$ cat src/rtl/core/dht_pkg.sv
package dht_pkg;

	localparam int HANDLE_W = 32;
	localparam int SLOT_W   = 10;

	localparam logic [1:0] KIND_ADD    = 2'd0;
	localparam logic [1:0] KIND_REMOVE = 2'd1;
	localparam logic [1:0] KIND_LOOKUP = 2'd2;

	localparam logic [1:0] ST_OK      = 2'd0;
	localparam logic [1:0] ST_FULL    = 2'd1;
	localparam logic [1:0] ST_UNKNOWN = 2'd2;

	typedef struct packed {
		logic [1:0]          kind;
		logic [HANDLE_W-1:0] handle;
	} dht_req_t;

	typedef struct packed {
		logic [1:0]          status;
		logic [SLOT_W-1:0]   slot;
		logic [HANDLE_W-1:0] new_handle;
		logic                moved;
		logic [SLOT_W-1:0]   moved_from;
		logic [HANDLE_W-1:0] moved_handle;
	} dht_rsp_t;

	typedef enum logic [2:0] {
		EM_NONE    = 3'd0,
		EM_ADD     = 3'd1,
		EM_FULL    = 3'd2,
		EM_UNKNOWN = 3'd3,
		EM_FOUND   = 3'd4,
		EM_DROP    = 3'd5,
		EM_MOVE    = 3'd6
	} dht_emit_t;

	typedef struct packed {
		logic      capture;
		logic      scan;
		logic      rd_last;
		dht_emit_t emit;
	} dht_cmd_t;

	typedef struct packed {
		logic [1:0] kind;
		logic       full;
		logic       scan_done;
		logic       scan_hit;
		logic       hit;
		logic       last_hit;
		logic       out_free;
	} dht_stat_t;

endpackage

$ cat src/rtl/core/dht_ctrl.sv
module dht_ctrl
	import dht_pkg::*;
(
	input  logic      clk,
	input  logic      arst_n,
	input  logic      req_valid,
	output logic      req_stall,
	input  dht_stat_t stat,
	output dht_cmd_t  cmd
);

	typedef enum logic [5:0] {
		S_IDLE    = 6'b000001,
		S_ADD     = 6'b000010,
		S_SCAN    = 6'b000100,
		S_RD_LAST = 6'b001000,
		S_MOVE    = 6'b010000,
		S_REPLY   = 6'b100000
	} state_t;

	state_t state_q, state_d;

	assign req_stall = (state_q != S_IDLE);

	always_comb begin
		state_d     = state_q;
		cmd.capture = 1'b0;
		cmd.scan    = 1'b0;
		cmd.rd_last = 1'b0;
		cmd.emit    = EM_NONE;
		unique case (state_q)
			S_IDLE: begin
				if (req_valid) begin
					cmd.capture = 1'b1;
					state_d     = S_SCAN;
				end
			end
			S_ADD: begin
				if (stat.out_free) begin
					cmd.emit = stat.full ? EM_FULL : EM_ADD;
					state_d  = S_IDLE;
				end
			end
			S_SCAN: begin
				cmd.scan = 1'b1;
				if (stat.scan_done) begin
					if (stat.scan_hit && stat.kind == KIND_REMOVE) begin
						state_d = S_RD_LAST;
					end else begin
						state_d = S_REPLY;
					end
				end
			end
			S_RD_LAST: begin
				cmd.rd_last = 1'b1;
				state_d     = stat.last_hit ? S_REPLY : S_MOVE;
			end
			S_MOVE: begin
				if (stat.out_free) begin
					cmd.emit = EM_MOVE;
					state_d  = S_IDLE;
				end
			end
			S_REPLY: begin
				if (stat.out_free) begin
					if (!stat.hit) begin
						cmd.emit = EM_UNKNOWN;
					end else if (stat.kind == KIND_REMOVE) begin
						cmd.emit = EM_DROP;
					end else begin
						cmd.emit = EM_FOUND;
					end
					state_d = S_IDLE;
				end
			end
			default: begin
				state_d = S_IDLE;
			end
		endcase
		// route the new item by kind right at capture
		if (state_q == S_IDLE && req_valid) begin
			priority if (stat.kind == KIND_ADD) begin
				state_d = S_ADD;
			end else if (stat.kind == KIND_REMOVE || stat.kind == KIND_LOOKUP) begin
				state_d = S_SCAN;
			end else begin
				state_d = S_REPLY;
			end
		end
	end

	always_ff @(posedge clk or negedge arst_n) begin
		if (!arst_n) begin
			state_q <= S_IDLE;
		end else begin
			state_q <= state_d;
		end
	end

endmodule

$ cat config.mk
export PLATFORM = sky130hd
export DESIGN_NAME = dht_ctrl
export DESIGN_NICKNAME = d
export VERILOG_FILES = /design/src/rtl/core/dht_pkg.sv /design/src/rtl/core/dht_ctrl.sv
export SDC_FILE = /design/constraint.sdc
export NUM_CORES = 1
export LEC_CHECK = 0
export BUFFER_PORTS_ARGS = -buffer_cell sky130_fd_sc_hd__buf_2
export CAP_MARGIN = 5
export CORE_AREA = 2 2 39 41
export CTS_BUF_LIST = sky130_fd_sc_hd__clkbuf_16
export CTS_CLUSTER_SIZE = 40
export DETAILED_ROUTE_END_ITERATION = 10
export DIE_AREA = 0 0 41 43
export PLACE_DENSITY = 0.75
export SYNTH_ARGS = -nofsm -noshare
export SYNTH_HDL_FRONTEND = slang
export SYNTH_SLANG_ARGS = --single-unit
$ cat constraint.sdc
create_clock -name clk -period 3.6 [get_ports clk]
set_input_delay 0.18 -clock clk [delete_from_list [all_inputs] [get_ports clk]]
set_output_delay 0.18 -clock clk [all_outputs]
set_load 0.02 [all_outputs]
======== Word-level counts from Yosys, hierarchy flattened ========
Cells that the tools add are included.
word-level totals
  flip-flop bits (word level) ............. 6
  bits of input ports ..................... 11
  output and inout bits ................... 7
  logic and storage cells ................. 39
operators by class
  equality and inequality tests ........... 12
  muxes and demuxes ....................... 20
  reduce and logical (&&, ||, !) cells .... 6
operators with widths
  kind                count
  $mux 6              8
  $pmux 6 s4          1
  $mux 3              3
  $pmux 3 s3          1
  $eq 6x1->1 const B  1
  $eq 6x2->1 const B  1
  $eq 6x3->1 const B  1
  $eq 6x4->1 const B  1
  $eq 6x5->1 const B  1
  $eq 6x6->1 const B  1
  $ne 6x1->1 const B  1
  $mux 1              5
  $mux 2              2
  $ne 3x1->1 const B  1
  $ne 3x2->1 const B  1
  $ne 3x3->1 const B  1
  $reduce_and 3->1    1
  $reduce_or 3->1     1
  $eq 2x1->1 const B  1
  $eq 2x2->1 const B  1
  $logic_and 1x1->1   2
  $logic_not 2->1     1
  $logic_or 1x1->1    1

======== Depth between registers and ports, before layout ========
  word-level depth ........................ 6
  mapped depth ............................ 6

======== Worst setup path after synthesis ========
No wires, ideal clock.
  kind .................................... reg2out
  from .................................... register state_q[4]
  to ...................................... output port cmd[2] (netlist name)
  arrival time ............................ 1.485 ns
  required time ........................... 3.420 ns
  setup slack ............................. 1.935 ns
  cell stages (with the launch flop) ...... 5
  buffers on the path ..................... 1
  cells stage by stage .................... dfrtp_1 buf_4 nand2b_1 or2_2 a211oi_1
RTL lines
  what                    line            source
  from (decl)             dht_ctrl.sv:21  state_t state_q, state_d;
  from (signal assigned)  dht_ctrl.sv:96  state_q <= state_d;
  to (decl)               dht_ctrl.sv:9   output dht_cmd_t cmd

==> impl_metrics.env <==
export IMPL_status="finished, final reports clean"
export IMPL_cts_tree="done"
export IMPL_ys_types=34
export IMPL_fillerInstances=125
export IMPL_clkPwrFrac=0.327
export IMPL_via_per_inst=5.33
export IMPL_final_nets=91
export IMPL_drtPass1Iterations=2
export IMPL_fin_crit_sh=0.502
export IMPL_cp_end_kind="output pin"
export IMPL_synth_nets=70
export IMPL_finalPower_uw=556
export IMPL_clockRootBuffer="clkbuf_16"
export IMPL_synth_area_sq_um=514
export IMPL_fmax_mhz=554
export IMPL_intPower_uw=348
export IMPL_rr_startpoint="state_q[4]"
export IMPL_vdd_ir_drop_max_mv=0.406
export IMPL_report_final_slew_viol_count=0
export IMPL_share_seq_of_total_power=0.226
export IMPL_ys_seq_area_frac=0.294
export IMPL_grt_pass1_wl_microns=1950
export IMPL_cts_buffers=3
export IMPL_place_hpwl_microns=909
export IMPL_fin_ws_ns=1.79
export IMPL_hold_viol=0
export IMPL_yosysTopAreaCell="dfrtp_1"
export IMPL_met3WireLength_microns=39
export IMPL_antenna_found_initial=0
export IMPL_wl_met2_microns=608
export IMPL_max_slew_margin=0.762
export IMPL_yosys_warnings=0
export IMPL_fp_dieW_microns=41
export IMPL_cp_max_fo=9
export IMPL_place_ws_ns=2.03
export IMPL_dieArea_sq_um=1760
export IMPL_finalCriticalPeriod_ns=1.81
export IMPL_instances_no_fill=92
export IMPL_grt_usage=0.167
export IMPL_num_vias=490
export IMPL_power_frac_comb=0.447
export IMPL_final_common_cell="buf_2"
export IMPL_min_from="stat[1]"
export IMPL_clock_sinks=6
export IMPL_crit_type="register to output pin"
export IMPL_synthesis_instances=56
export IMPL_synth_top_cell_area_share=0.243
export IMPL_finalSetupViolCount=0
export IMPL_clock_path_buffers=2
export IMPL_routed_wl_microns=1190
export IMPL_cp_start_kind="register"
export IMPL_wl_per_cell_microns=13.0
export IMPL_power_switching_uw=208
export IMPL_grt_pass1_vias=465
export IMPL_whs_endpoint="state_q[4]"
export IMPL_io_buffers=17
export IMPL_maxUsedRoutingLayer="met4"
export IMPL_whs_path_depth=2
export IMPL_grt_overflow=0
export IMPL_synth_area_leaders="dfrtp_1 (24%), ha_1 (7.3%), dfstp_2 (5.1%), inv_1 (4.4%), nor4_4 (4.1%)"
export IMPL_hp_class="input port to register"
export IMPL_syn_area_per_cell_sq_um=9.18
export IMPL_p_sw_frac=0.374
export IMPL_largest_register="state_q"
export IMPL_wl_met1_microns=530
export IMPL_syn2layout_area_growth_pct=35.3
export IMPL_worst_pin_slew_ns=0.357
export IMPL_grt_max_degree=11
export IMPL_rsz0062_at_grt="false"
export IMPL_synth_edf_count=0
export IMPL_async_flop_share=1.00
export IMPL_drc=0
export IMPL_r2r_end="state_q[0]"
export IMPL_top_regs="state_q x6"
export IMPL_cts_resized=0
export IMPL_power_per_cell_area_nw_per_um2=799
export IMPL_postLayoutCoreUtil=0.503
export IMPL_ioPinCount=18
export IMPL_arrival_ns=1.63
export IMPL_synth_flop_cell="dfrtp_1"
export IMPL_fin_skew_ns=0.000488
export IMPL_reg2regPathDepth=4
export IMPL_place_congestion=0.786
export IMPL_drv_cap=0
export IMPL_rows=14
export IMPL_largest_register_ffs=6
export IMPL_htree_levels=1
export IMPL_diodes=0
export IMPL_p_leak_nw=0.355
export IMPL_clk_pin_slew_worst_paths_ns=0.03
export IMPL_drive_above_1_share=0.329
export IMPL_place_inst=87
export IMPL_cp_required_ns=3.42
export IMPL_initial_core_util=0.372
export IMPL_clk_latency_ns=0.23
export IMPL_r2r_slack_ns=2.06
export IMPL_first_iter_violations=13
export IMPL_finalSetupTns_ns=0
export IMPL_synth_seq_cells=6
export IMPL_final_cell_mix="buf_2 (17), inv_1 (7), dfrtp_1 (5)"
export IMPL_core_sq_um=1380
export IMPL_ant_nets=0
export IMPL_die_h_microns=43
layout make-up:
cell class | instances | area [sq um] | share of cell area
well taps | 16 | 20.0 | 0.0288
flip-flops and latches | 6 | 151 | 0.218
repair buffers | 18 | 95.1 | 0.137
clock inverters | 1 | 3.75 | 0.00540
multi-input cells | 42 | 328 | 0.471
inverters | 6 | 22.5 | 0.0324
clock buffers | 3 | 75.1 | 0.108
power groups by stage:
stage | combinational (mW) | sequential (mW) | clock (mW)
after detailed placement | 0.249 | 0.126 | 0
after floorplan | 0.199 | 0.113 | 0
after CTS | 0.253 | 0.126 | 0.186
after global placement | 0.244 | 0.124 | 0
final | 0.248 | 0.126 | 0.181
after global routing | 0.272 | 0.128 | 0.189
worst max-delay path, stage by stage, from the launching register on:
cell and delay (ns):
dfrtp_1 0.49, nand2b_1 0.21, or2_2 0.29, a211oi_1 0.22
buf_2 0.20
cell usage after synthesis (2+ instances only):
cell type	instances
nand3_1	3
dfrtp_1	5
mux2i_1	2
o211ai_1	2
nor3_1	2
nor2_1	3
ha_1	3
nand3b_1	2
o21ai_0	2
inv_1	6
nand2b_1	3
what timing repair did:
| action | CTS | global route |
|---|---|---|
| buffers inserted | 0 | 0 |
| endpoints found under the hold margin | 6 | 0 |
| hold buffers | 1 | 0 |
cells by family (layout without fill, tap and decap cells):
kind of cell,Yosys count,after routing,share of synthesized area
flip-flops,6,6,0.294
AND/OR/NAND/NOR,23,23,0.302
multiplexers,2,2,0.0389
XOR/XNOR,1,1,0.0170
buffers and inverters,8,28,0.0681
adder cells (fa/ha/maj),3,3,0.0730
AO/OA/AOI/OAI,13,13,0.207
how the worst max path moves through the flow:
stage / start / endpoint / slack, ns
floorplan: state_q[4] / cmd[2] / 1.94
global placement: state_q[4] / cmd[2] / 2.04
detailed placement: state_q[4] / cmd[2] / 2.03
CTS: state_q[4] / cmd[2] / 1.79
global route: state_q[4] / cmd[2] / 1.71
finish: state_q[4] / cmd[2] / 1.79
routing by layer:
layer / vias to the layer above / global-route usage
met4: 0 / 0.120
met5: - / 0
met1: 232 / 0.197
met3: 2 / 0.0157
li1: 246 / -
met2: 10 / 0.263
stage by stage:
| step | hold slack, ns | instance area (sq um) |
|---|---|---|
| after global routing | 0.161 | 696 |
| after floorplan | -0.116 | 514 |
| after global placement | 0.00791 | 607 |
| final | 0.144 | 696 |
| after detailed placement | 0.0135 | 607 |
| after CTS | 0.142 | 696 |
Note: power is estimated with default switching activity, not from simulation.
